==> src/yuvxf_pkg.sv <==
package yuvxf_pkg;

    typedef struct packed {
        logic [7:0] luma_a;
        logic [7:0] cb_a;
        logic [7:0] cr_a;
        logic [7:0] luma_b;
        logic [7:0] cb_b;
        logic [7:0] cr_b;
    } t_pix_in;

    typedef struct packed {
        logic [7:0] luma_out;
        logic [7:0] cb_out;
        logic [7:0] cr_out;
    } t_pix_out;

    typedef struct packed {
        logic [7:0] r;
        logic [7:0] g;
        logic [7:0] b;
    } t_rgb;

    typedef logic signed [10:0] t_term;

    typedef struct packed {
        logic [7:0] y;
        t_term      rv;
        t_term      gu;
        t_term      gv;
        t_term      bu;
    } t_fwd_terms;

    typedef struct packed {
        t_term yr;
        t_term yg;
        t_term yb;
        t_term cbr;
        t_term cbg;
        t_term cbb;
        t_term crr;
        t_term crg;
        t_term crb;
    } t_back_terms;

    localparam logic [7:0] WEIGHT_RESET = 8'd255;
    localparam logic signed [11:0] CHROMA_OFFSET = 12'sd128;

    localparam logic signed [15:0] C_R_V  = 16'sd22970;
    localparam logic signed [15:0] C_G_U  = -16'sd5638;
    localparam logic signed [15:0] C_G_V  = -16'sd11700;
    localparam logic signed [15:0] C_B_U  = 16'sd29032;
    localparam logic signed [15:0] C_Y_R  = 16'sd4899;
    localparam logic signed [15:0] C_Y_G  = 16'sd9617;
    localparam logic signed [15:0] C_Y_B  = 16'sd1868;
    localparam logic signed [15:0] C_CB_R = -16'sd2764;
    localparam logic signed [15:0] C_CB_G = -16'sd5428;
    localparam logic signed [15:0] C_CB_B = 16'sd8192;
    localparam logic signed [15:0] C_CR_R = 16'sd8192;
    localparam logic signed [15:0] C_CR_G = -16'sd6860;
    localparam logic signed [15:0] C_CR_B = -16'sd1332;

    // Q2.14 product, truncated toward zero.
    function automatic t_term mul_q(input logic signed [15:0] coef,
                                    input logic signed [8:0] x);
        logic signed [24:0] p;
        logic signed [24:0] adj;
        p   = coef * x;
        adj = p[24] ? (p + 25'sd16383) : p;
        return t_term'(adj[24:14]);
    endfunction

    function automatic logic signed [11:0] ext_term(input t_term t);
        return {t[10], t};
    endfunction

    function automatic logic [7:0] sat8(input logic signed [11:0] v);
        logic [7:0] res;
        if (v < 12'sd0) begin
            res = 8'd0;
        end else if (v > 12'sd255) begin
            res = 8'd255;
        end else begin
            res = v[7:0];
        end
        return res;
    endfunction

endpackage

==> src/yuvxf_to_rgb.sv <==
module yuvxf_to_rgb (
    input  logic               i_clk,
    input  logic               i_rst_n,
    input  logic               i_valid,
    input  yuvxf_pkg::t_pix_in i_pixel,
    output logic               o_valid,
    output yuvxf_pkg::t_rgb    o_rgb_a,
    output yuvxf_pkg::t_rgb    o_rgb_b
);

    logic                   r_valid1;
    yuvxf_pkg::t_fwd_terms  r_terms_a;
    yuvxf_pkg::t_fwd_terms  r_terms_b;
    yuvxf_pkg::t_fwd_terms  n_terms_a;
    yuvxf_pkg::t_fwd_terms  n_terms_b;
    logic                   r_valid2;
    yuvxf_pkg::t_rgb        r_rgb_a;
    yuvxf_pkg::t_rgb        r_rgb_b;
    yuvxf_pkg::t_rgb        n_rgb_a;
    yuvxf_pkg::t_rgb        n_rgb_b;

    function automatic yuvxf_pkg::t_fwd_terms fwd_terms(input logic [7:0] y,
                                                        input logic [7:0] cb,
                                                        input logic [7:0] cr);
        yuvxf_pkg::t_fwd_terms t;
        logic signed [8:0] u;
        logic signed [8:0] v;
        u    = $signed({1'b0, cb}) - 9'sd128;
        v    = $signed({1'b0, cr}) - 9'sd128;
        t.y  = y;
        t.rv = yuvxf_pkg::mul_q(yuvxf_pkg::C_R_V, v);
        t.gu = yuvxf_pkg::mul_q(yuvxf_pkg::C_G_U, u);
        t.gv = yuvxf_pkg::mul_q(yuvxf_pkg::C_G_V, v);
        t.bu = yuvxf_pkg::mul_q(yuvxf_pkg::C_B_U, u);
        return t;
    endfunction

    function automatic yuvxf_pkg::t_rgb fwd_sum(input yuvxf_pkg::t_fwd_terms t);
        yuvxf_pkg::t_rgb c;
        logic signed [11:0] yy;
        yy  = $signed({4'b0000, t.y});
        c.r = yuvxf_pkg::sat8(yy + yuvxf_pkg::ext_term(t.rv));
        c.g = yuvxf_pkg::sat8(yy + yuvxf_pkg::ext_term(t.gu)
                              + yuvxf_pkg::ext_term(t.gv));
        c.b = yuvxf_pkg::sat8(yy + yuvxf_pkg::ext_term(t.bu));
        return c;
    endfunction

    always_comb begin
        n_terms_a = fwd_terms(i_pixel.luma_a, i_pixel.cb_a, i_pixel.cr_a);
        n_terms_b = fwd_terms(i_pixel.luma_b, i_pixel.cb_b, i_pixel.cr_b);
        n_rgb_a   = fwd_sum(r_terms_a);
        n_rgb_b   = fwd_sum(r_terms_b);
    end

    always_ff @(posedge i_clk) begin
        if (!i_rst_n) begin
            r_valid1 <= 1'b0;
            r_valid2 <= 1'b0;
        end else begin
            r_valid1 <= i_valid;
            r_valid2 <= r_valid1;
        end
    end

    always_ff @(posedge i_clk) begin
        r_terms_a <= n_terms_a;
        r_terms_b <= n_terms_b;
        r_rgb_a   <= n_rgb_a;
        r_rgb_b   <= n_rgb_b;
    end

    assign o_valid = r_valid2;
    assign o_rgb_a = r_rgb_a;
    assign o_rgb_b = r_rgb_b;

endmodule

==> src/yuvxf_mix.sv <==
module yuvxf_mix (
    input  logic            i_clk,
    input  logic            i_rst_n,
    input  logic            i_valid,
    input  logic [7:0]      i_weight,
    input  yuvxf_pkg::t_rgb i_rgb_a,
    input  yuvxf_pkg::t_rgb i_rgb_b,
    output logic            o_valid,
    output yuvxf_pkg::t_rgb o_rgb
);

    logic            r_valid;
    yuvxf_pkg::t_rgb r_rgb;
    yuvxf_pkg::t_rgb n_rgb;
    logic [8:0]      weight_b;

    function automatic logic [7:0] mix(input logic [7:0] ca,
                                       input logic [7:0] cb,
                                       input logic [7:0] wa,
                                       input logic [8:0] wb);
        logic [16:0] acc;
        acc = ({9'd0, ca} * {9'd0, wa}) + ({9'd0, cb} * {8'd0, wb});
        return acc[15:8];
    endfunction

    assign weight_b = 9'd256 - {1'b0, i_weight};

    always_comb begin
        n_rgb.r = mix(i_rgb_a.r, i_rgb_b.r, i_weight, weight_b);
        n_rgb.g = mix(i_rgb_a.g, i_rgb_b.g, i_weight, weight_b);
        n_rgb.b = mix(i_rgb_a.b, i_rgb_b.b, i_weight, weight_b);
    end

    always_ff @(posedge i_clk) begin
        if (!i_rst_n) begin
            r_valid <= 1'b0;
        end else begin
            r_valid <= i_valid;
        end
    end

    always_ff @(posedge i_clk) begin
        r_rgb <= n_rgb;
    end

    assign o_valid = r_valid;
    assign o_rgb   = r_rgb;

endmodule

==> src/yuvxf_to_ycc.sv <==
module yuvxf_to_ycc (
    input  logic                i_clk,
    input  logic                i_rst_n,
    input  logic                i_valid,
    input  yuvxf_pkg::t_rgb     i_rgb,
    output logic                o_valid,
    output yuvxf_pkg::t_pix_out o_pixel
);

    logic                   r_valid1;
    yuvxf_pkg::t_back_terms r_terms;
    yuvxf_pkg::t_back_terms n_terms;
    logic                   r_valid2;
    yuvxf_pkg::t_pix_out    r_pixel;
    yuvxf_pkg::t_pix_out    n_pixel;
    logic signed [8:0]      r_in;
    logic signed [8:0]      g_in;
    logic signed [8:0]      b_in;

    assign r_in = $signed({1'b0, i_rgb.r});
    assign g_in = $signed({1'b0, i_rgb.g});
    assign b_in = $signed({1'b0, i_rgb.b});

    always_comb begin
        n_terms.yr  = yuvxf_pkg::mul_q(yuvxf_pkg::C_Y_R,  r_in);
        n_terms.yg  = yuvxf_pkg::mul_q(yuvxf_pkg::C_Y_G,  g_in);
        n_terms.yb  = yuvxf_pkg::mul_q(yuvxf_pkg::C_Y_B,  b_in);
        n_terms.cbr = yuvxf_pkg::mul_q(yuvxf_pkg::C_CB_R, r_in);
        n_terms.cbg = yuvxf_pkg::mul_q(yuvxf_pkg::C_CB_G, g_in);
        n_terms.cbb = yuvxf_pkg::mul_q(yuvxf_pkg::C_CB_B, b_in);
        n_terms.crr = yuvxf_pkg::mul_q(yuvxf_pkg::C_CR_R, r_in);
        n_terms.crg = yuvxf_pkg::mul_q(yuvxf_pkg::C_CR_G, g_in);
        n_terms.crb = yuvxf_pkg::mul_q(yuvxf_pkg::C_CR_B, b_in);
    end

    always_comb begin
        n_pixel.luma_out = yuvxf_pkg::sat8(yuvxf_pkg::ext_term(r_terms.yr)
                                           + yuvxf_pkg::ext_term(r_terms.yg)
                                           + yuvxf_pkg::ext_term(r_terms.yb));
        n_pixel.cb_out   = yuvxf_pkg::sat8(yuvxf_pkg::ext_term(r_terms.cbr)
                                           + yuvxf_pkg::ext_term(r_terms.cbg)
                                           + yuvxf_pkg::ext_term(r_terms.cbb)
                                           + yuvxf_pkg::CHROMA_OFFSET);
        n_pixel.cr_out   = yuvxf_pkg::sat8(yuvxf_pkg::ext_term(r_terms.crr)
                                           + yuvxf_pkg::ext_term(r_terms.crg)
                                           + yuvxf_pkg::ext_term(r_terms.crb)
                                           + yuvxf_pkg::CHROMA_OFFSET);
    end

    always_ff @(posedge i_clk) begin
        if (!i_rst_n) begin
            r_valid1 <= 1'b0;
            r_valid2 <= 1'b0;
        end else begin
            r_valid1 <= i_valid;
            r_valid2 <= r_valid1;
        end
    end

    always_ff @(posedge i_clk) begin
        r_terms <= n_terms;
        r_pixel <= n_pixel;
    end

    assign o_valid = r_valid2;
    assign o_pixel = r_pixel;

endmodule

==> src/yuv_crossfade_blend_top.sv <==
// Cross-fade of two full-range YCbCr pixel streams.
// Input: a pixel pair on i_pixel is transferred at each rising edge with start
// high and busy low. The block never asserts busy, so a pair may enter in
// every cycle.
// Output: each blended pixel appears on o_pixel for exactly one cycle with
// o_strobe high, in input order.
// Throughput is one pixel per clock through a five-stage pipeline: forward
// products, RGB sums, weighted mix, backward products, YCbCr sums.
// The receiver cannot stall the block and every result must be taken.
// Configuration: i_cfg_we writes i_cfg_wdata into the blend weight, the share
// of the first source out of 256. Write it only while no pixel is in flight.
// Reset (synchronous, active low) empties the pipeline and sets the weight
// to 255.
module yuv_crossfade_blend_top (
    input  logic                i_clk,
    input  logic                i_rst_n,
    input  logic                start,
    output logic                busy,
    input  yuvxf_pkg::t_pix_in  i_pixel,
    output logic                o_strobe,
    output yuvxf_pkg::t_pix_out o_pixel,
    input  logic                i_cfg_we,
    input  logic [7:0]          i_cfg_wdata
);

    logic [7:0]      r_blend_weight;
    logic            in_valid;
    logic            rgb_valid;
    yuvxf_pkg::t_rgb rgb_a;
    yuvxf_pkg::t_rgb rgb_b;
    logic            mix_valid;
    yuvxf_pkg::t_rgb rgb_mix;

    assign busy     = 1'b0;
    assign in_valid = start && !busy;

    always_ff @(posedge i_clk) begin
        if (!i_rst_n) begin
            r_blend_weight <= yuvxf_pkg::WEIGHT_RESET;
        end else begin
            if (i_cfg_we) begin
                r_blend_weight <= i_cfg_wdata;
            end
        end
    end

    yuvxf_to_rgb u_to_rgb (
        .i_clk   (i_clk),
        .i_rst_n (i_rst_n),
        .i_valid (in_valid),
        .i_pixel (i_pixel),
        .o_valid (rgb_valid),
        .o_rgb_a (rgb_a),
        .o_rgb_b (rgb_b)
    );

    yuvxf_mix u_mix (
        .i_clk    (i_clk),
        .i_rst_n  (i_rst_n),
        .i_valid  (rgb_valid),
        .i_weight (r_blend_weight),
        .i_rgb_a  (rgb_a),
        .i_rgb_b  (rgb_b),
        .o_valid  (mix_valid),
        .o_rgb    (rgb_mix)
    );

    yuvxf_to_ycc u_to_ycc (
        .i_clk   (i_clk),
        .i_rst_n (i_rst_n),
        .i_valid (mix_valid),
        .i_rgb   (rgb_mix),
        .o_valid (o_strobe),
        .o_pixel (o_pixel)
    );

`ifndef SYNTHESIS
    a_latency: assert property (@(posedge i_clk) disable iff (!i_rst_n)
        (start && !busy) |-> ##5 o_strobe)
        else $error("Transfer did not produce a result five cycles later.");

    a_no_spurious: assert property (@(posedge i_clk) disable iff (!i_rst_n)
        o_strobe |-> $past(start && !busy, 5))
        else $error("Result strobe without a matching input transfer.");

    a_mix_order: assert property (@(posedge i_clk) disable iff (!i_rst_n)
        rgb_valid |=> mix_valid)
        else $error("Mix stage dropped a valid pixel.");
`endif

endmodule
==> config.mk <==
export PLATFORM = sky130hd
export DESIGN_NAME = yuv_crossfade_blend_top
export DESIGN_NICKNAME = d
export VERILOG_FILES = /design/src/yuvxf_pkg.sv /design/src/yuvxf_to_rgb.sv /design/src/yuvxf_mix.sv /design/src/yuvxf_to_ycc.sv /design/src/yuv_crossfade_blend_top.sv
export SDC_FILE = /design/constraint.sdc
export NUM_CORES = 2
export LEC_CHECK = 0
export BUFFER_PORTS_ARGS = -buffer_cell sky130_fd_sc_hd__clkbuf_2
export CORE_UTILIZATION = 55
export DETAILED_ROUTE_END_ITERATION = 12
export PLACE_DENSITY = 0.71
export SLEW_MARGIN = 20
export SYNTH_ARGS = -nofsm -noshare
export SYNTH_HDL_FRONTEND = slang
export SYNTH_SLANG_ARGS = --single-unit
==> constraint.sdc <==
create_clock -name i_clk -period 9.6 [get_ports i_clk]
set_input_delay 1.44 -clock i_clk [delete_from_list [all_inputs] [get_ports i_clk]]
set_output_delay 1.44 -clock i_clk [all_outputs]
set_load 0.05 [all_outputs]
* Yosys cells after proc, flatten, opt, wreduce, memory -nomap -nowiden *
Cells that the tools add are included.

storage, ports and cells
  register bits = 304
  logic and storage cells = 154
  output and inout port bits = 26
  bits of input ports = 60

cells by class
  $add $sub $neg = 39
  $lt $le $gt $ge = 18
  multipliers = 21
  muxes and demuxes = 24

operators by type and width
  operator                                                                          count
  24-bit two-way mux                                                                15
  13-bit by 9-bit multiplier with 22-bit output, first input constant               6
  12-bit by 9-bit greater-than comparator with 1-bit output, second input constant  9
  12-bit by 1-bit < comparator with 1-bit output, second input constant             9
  25-bit by 15-bit adder with 25-bit output, second input constant                  4
  23-bit by 15-bit adder with 24-bit output, second input constant                  4
  9-bit by 11-bit adder with 12-bit output                                          6
  8-bit two-way mux                                                                 9
  24-bit by 15-bit adder with 25-bit output, second input constant                  2
  12-bit by 11-bit adder with 12-bit output                                         4
  16-bit adder                                                                      3
  15-bit by 9-bit multiplier with 24-bit output, first input constant               2
  8-bit by 8-bit multiplier with 16-bit output                                      3
  8-bit by 9-bit multiplier with 16-bit output                                      3
  12-bit by 9-bit multiplier with 21-bit output, first input constant               2
  8-bit by 8-bit subtractor with 9-bit output, second input constant                4
  11-bit by 11-bit adder with 12-bit output                                         2
  12-bit by 9-bit adder with 12-bit output, second input constant                   2
  22-bit by 14-bit adder with 23-bit output, second input constant                  1
  22-bit by 15-bit adder with 23-bit output, second input constant                  1
  21-bit by 14-bit adder with 22-bit output, second input constant                  1
  21-bit by 15-bit adder with 22-bit output, second input constant                  1
  14-bit by 8-bit multiplier with 22-bit output, first input constant               1
  13-bit by 8-bit multiplier with 21-bit output, first input constant               1
  other kinds (7)                                                                   7

* Depth between registers and ports, before layout *
  depth in word-level cells = 5
  mapped depth = 26
  gate-level depth less buffers = 24

* Hierarchy *
Synthesis repeated with hierarchy kept, for this count alone.

unflattened totals
  cells, all modules = 5920
  area, all modules = 54987.7 um^2

modules (own cells, without submodules)
  module                   cells an instance  area an instance (um^2)  instances  sequential area each (um^2)
  yuvxf_to_rgb             2681               25195.4                  1          3042.9
  yuvxf_to_ycc             1716               15914.0                  1          1941.9
  yuvxf_mix                1495               13581.8                  1          500.5
  yuv_crossfade_blend_top  28                 296.5                    1          160.2

* Worst setup path before layout *
Ideal clock, no wire load.

  path kind = flip-flop to flip-flop
  start point = reg r_blend_weight[0]
  end point = reg u_mix.r_rgb, in the netlist u_mix.o_rgb[15]
  period minus slack after synthesis = 6.612 ns
  path buffers = 2
  path slack = 2.988 ns
  arrival time = 6.540 ns
  cell stages (with the launch flop) = 26
  setup time = 0.072 ns
  required time = 9.528 ns
  cells stage by stage = dfxtp_1 > clkbuf_1 > inv_1 > ha_1 > nand2_1 > or3_1 > xor2_1 > clkbuf_1 > nand2_1 > fa_1 > fa_1 > inv_1 > fa_1 > fa_1 > fa_1 > inv_1 > fa_1 > inv_1 > ha_1 > nor3_1 > o21ai_0 > a31oi_1 > o21ai_0 > o41a_1 > a21oi_1 > xnor2_1

RTL lines
  item                    RTL line                       text
  start, declared         yuv_crossfade_blend_top.sv:26  logic [7:0] r_blend_weight;
  start signal, assigned  yuv_crossfade_blend_top.sv:39  r_blend_weight <= yuvxf_pkg::WEIGHT_RESET;
  start signal, assigned  yuv_crossfade_blend_top.sv:42  r_blend_weight <= i_cfg_wdata;
  end signal, assigned    yuvxf_mix.sv:43                r_rgb <= n_rgb;
  end, declared           yuvxf_mix.sv:13                yuvxf_pkg::t_rgb r_rgb;

==> reports/results.tsv <==
stage	metric	value	unit
floorplan	core	98600	um2
clock_tree	root_buffer	clkbuf_16	
worst_hold_path	hp-class	reg2reg	
global_route	grt_pass1_wl	204	mm
finish	fin_util	58.9	%
clock_tree	post_cts_buffers	0	
route	ant_nets	0	
clock_tree	cts_hold_buf	0	
yosys	syn_nets	7783	
yosys	syn-mean-instance-area	9.31	um2
floorplan	initial_core_util	55.7	%
setup_path	required	10070	ps
floorplan	rows	115	
floorplan	dieArea	101000	um2
finish	fin_nets	7846	
global_route	grt_pass1_vias	41400	
finish	seq_area	5650	um2
yosys	async_flop_share	0	%
global_route	antenna_found_initial	8	
global_route	grt_use_met1	30.9	%
outcome	outcome	completed	
route	drt_iter0_markers	1824	
route	vias_per_cell	5.41	
setup_path	end_kind	flop	
floorplan	die_w	318	um
timing	timing.final.hold_violations	0	
route	drt_drc_violations_left	0	
yosys	ys_seq_area_share	10.3	%
setup_path	worstSetupPathType	reg2reg	
timing	fin_skew	38.1	ps
setup_path	crit_arrival	7850	ps
timing	fin_crit_sh	76.9	%
timing	fin_tns_setup	0	ps
global_route	grt_util_met3	2.52	%
finish	drive_gt1_share	4.33	%
placed_design	placement.io_buffers	84	
yosys	ys_ff_latch	282	
yosys	synth_cell_type_count	101	
placed_design	place_ws	2310	ps
global_route	top_usage_layer	met2	
floorplan	die_h	318	um
route	wl_per_cell	16.7	um
setup_path	critPathMaxFanout	16	
global_route	grt_usage	24.6	%
clock_tree	clk_pin_slew	60	ps
timing	max_freq	136	MHz
run	cap_violations	0	
placed_design	gp_congestion	0.943	
global_route	grt_max_degree	47	
setup_path	reg2reg_slack	2220	ps
timing	timing.final.crit_period	7380	ps
finish	multi_input_area	44100	um2
clock_tree	clock-sinks	282	
timing	tightest_slew	989	ps
timing	setup_ws	2220	ps
clock_tree	worstSkewPairLatency	560	ps
clock_tree	htreeDepth	2	
clock_tree	cts_buffers	35	
yosys	synth-edff-count	0	
floorplan	num_io_pins	86	
finish	syn2layout_area_growth	5.73	%
yosys	ys.flop_type	dfxtp_1	
timing	rsz0062_at_grt	false	
timing	maxSlewViolCount	0	
timing	max-slew-margin-rel	33.7	%
placed_design	dp_hpwl	105	mm
finish	fillerInstances	8454	
yosys	synth_cells	5897	
global_route	met2_usage	44.2	%
setup_path	worst_setup_path_start_kind	flop	
route	route.vias.total	39400	
clock_tree	clk_path_buf_depth	3	
route	drt-total-wl	121	mm
yosys	synth_area	54900	um2
yosys	ys_warn_count	0	
finish	final_common_cell	inv_1	
global_route	overflow	0	
clock_tree	cts_tree	yes	
finish	layout_common_cells	1308 x inv_1, 1067 x ha_1, 759 x fa_1	
route	drt_pass1_iterations	5	
clock_tree	cts-resized-gates	0	
timing	finalSetupViolations	0	
[kinds of logic (layout without fill, tap and decap cells)]
group / count (synthesis) / count (layout) / share of synthesized area, %
muxes: 18 / 18 / 0.337
other: 1 / 7 / 0.00683
buffers and inverters: 1385 / 1475 / 9.49
DFF: 282 / 282 / 10.3
and+or+nand+nor: 1156 / 1156 / 11.2
xor gates and xnor gates: 383 / 383 / 6.13
adders and majority gates: 1826 / 1826 / 52.0
AOI/OAI and AO/OA: 846 / 846 / 10.6
[registers in the layout, indices dropped and copies added (netlist names), 8 cells and up]
signal and count:
u_to_ycc.r_terms 71, r_blend_weight 8, u_mix.o_rgb 24, u_to_rgb.r_terms_b 51
u_to_rgb.r_terms_a 51, u_to_rgb.o_rgb_a 24, u_to_ycc.o_pixel 24, u_to_rgb.o_rgb_b 24
[synth_stat cells, types with 10 or more instances]
| cell type | instances | share of area [%] |
|---|---|---|
| mux2i_1 | 14 | 0.26 |
| a211o_1 | 12 | 0.19 |
| a2111oi_0 | 12 | 0.19 |
| o21a_1 | 96 | 1.3 |
| nor2_1 | 138 | 0.94 |
| o31ai_1 | 13 | 0.18 |
| ha_1 | 1067 | 24 |
| fa_1 | 759 | 28 |
| and3_1 | 18 | 0.21 |
| nand2b_1 | 54 | 0.62 |
| nand4b_1 | 10 | 0.16 |
| dfxtp_1 | 282 | 10 |
| xnor2_1 | 261 | 4.2 |
| or3_1 | 15 | 0.17 |
| nand2_1 | 322 | 2.2 |
| nor2b_1 | 27 | 0.31 |
| a31o_2 | 19 | 0.30 |
| nand4_1 | 37 | 0.42 |
| a21o_1 | 86 | 1.2 |
| o21ai_0 | 119 | 1.1 |
| nand3_1 | 70 | 0.64 |
| nor3b_1 | 16 | 0.22 |
| nor3_1 | 70 | 0.64 |
| xor2_1 | 121 | 1.9 |
| or2_2 | 25 | 0.28 |
| and2_1 | 261 | 3.0 |
| a31oi_1 | 35 | 0.40 |
| inv_1 | 1308 | 8.9 |
| o211ai_1 | 20 | 0.27 |
| a21oi_1 | 219 | 2.0 |
| nor4_1 | 33 | 0.38 |
| a211oi_1 | 31 | 0.42 |
| o21bai_1 | 56 | 0.77 |
| clkbuf_1 | 66 | 0.45 |
[through the flow]
stage | area, um2 | std cells | hold slack, ps
2_1_floorplan | 54900 | 5897 | 412
3_3_place_gp | 56800 | 7210 | 413
3_5_place_dp | 56800 | 7210 | 423
4_1_cts | 58000 | 7274 | 440
5_1_grt | 58000 | 7276 | 449
6_report | 58000 | 7280 | 438
[layout make-up]
| type | instances | share of cell area, % |
|---|---|---|
| antenna | 6 | 0.0259 |
| clock buffer | 41 | 1.64 |
| clock inverter | 23 | 0.479 |
| inverter | 1308 | 8.46 |
| multi-input combinational | 4230 | 75.9 |
| sequential | 282 | 9.73 |
| tap | 1287 | 2.77 |
| timing repair buffer | 103 | 0.970 |
[worst max-delay path, stage by stage, from the launching register on]
cell     delay (ps)
dfxtp_1         460
nor2_1          210
nand2_1         100
or3_1           360
xor2_1          670
buf_4           350
nand2_1          90
fa_1            470
fa_1            520
inv_1            60
fa_1            560
fa_1            430
fa_1            520
fa_1            420
ha_1            210
nor3_1          160
o21ai_0         160
a31oi_1         480
o21ai_0         290
o41a_1          400
a21oi_1         190
xnor2_1         150
[per-layer routing]
metal / wire length (um) / vias to the layer above
met4: 4050 / 6
li1: - / 19300
met3: 4700 / 187
met2: 60300 / 699
met5: 41 / -
met1: 52400 / 19300
[worst paths after layout]
path | startpoint | to | cells past startpoint
setup / recovery | r_blend_weight[3] | u_mix.o_rgb[23] | 21
hold / removal | u_to_rgb.r_valid1 | u_to_rgb.o_valid | 1
setup reg to reg | r_blend_weight[3] | u_mix.o_rgb[23] | 21
hold reg to reg | u_to_rgb.r_valid1 | u_to_rgb.o_valid | 1
Power is left out: the tool's default activity adds up to more than one toggle a clock period on the data nets, which glitch-free logic cannot reach.
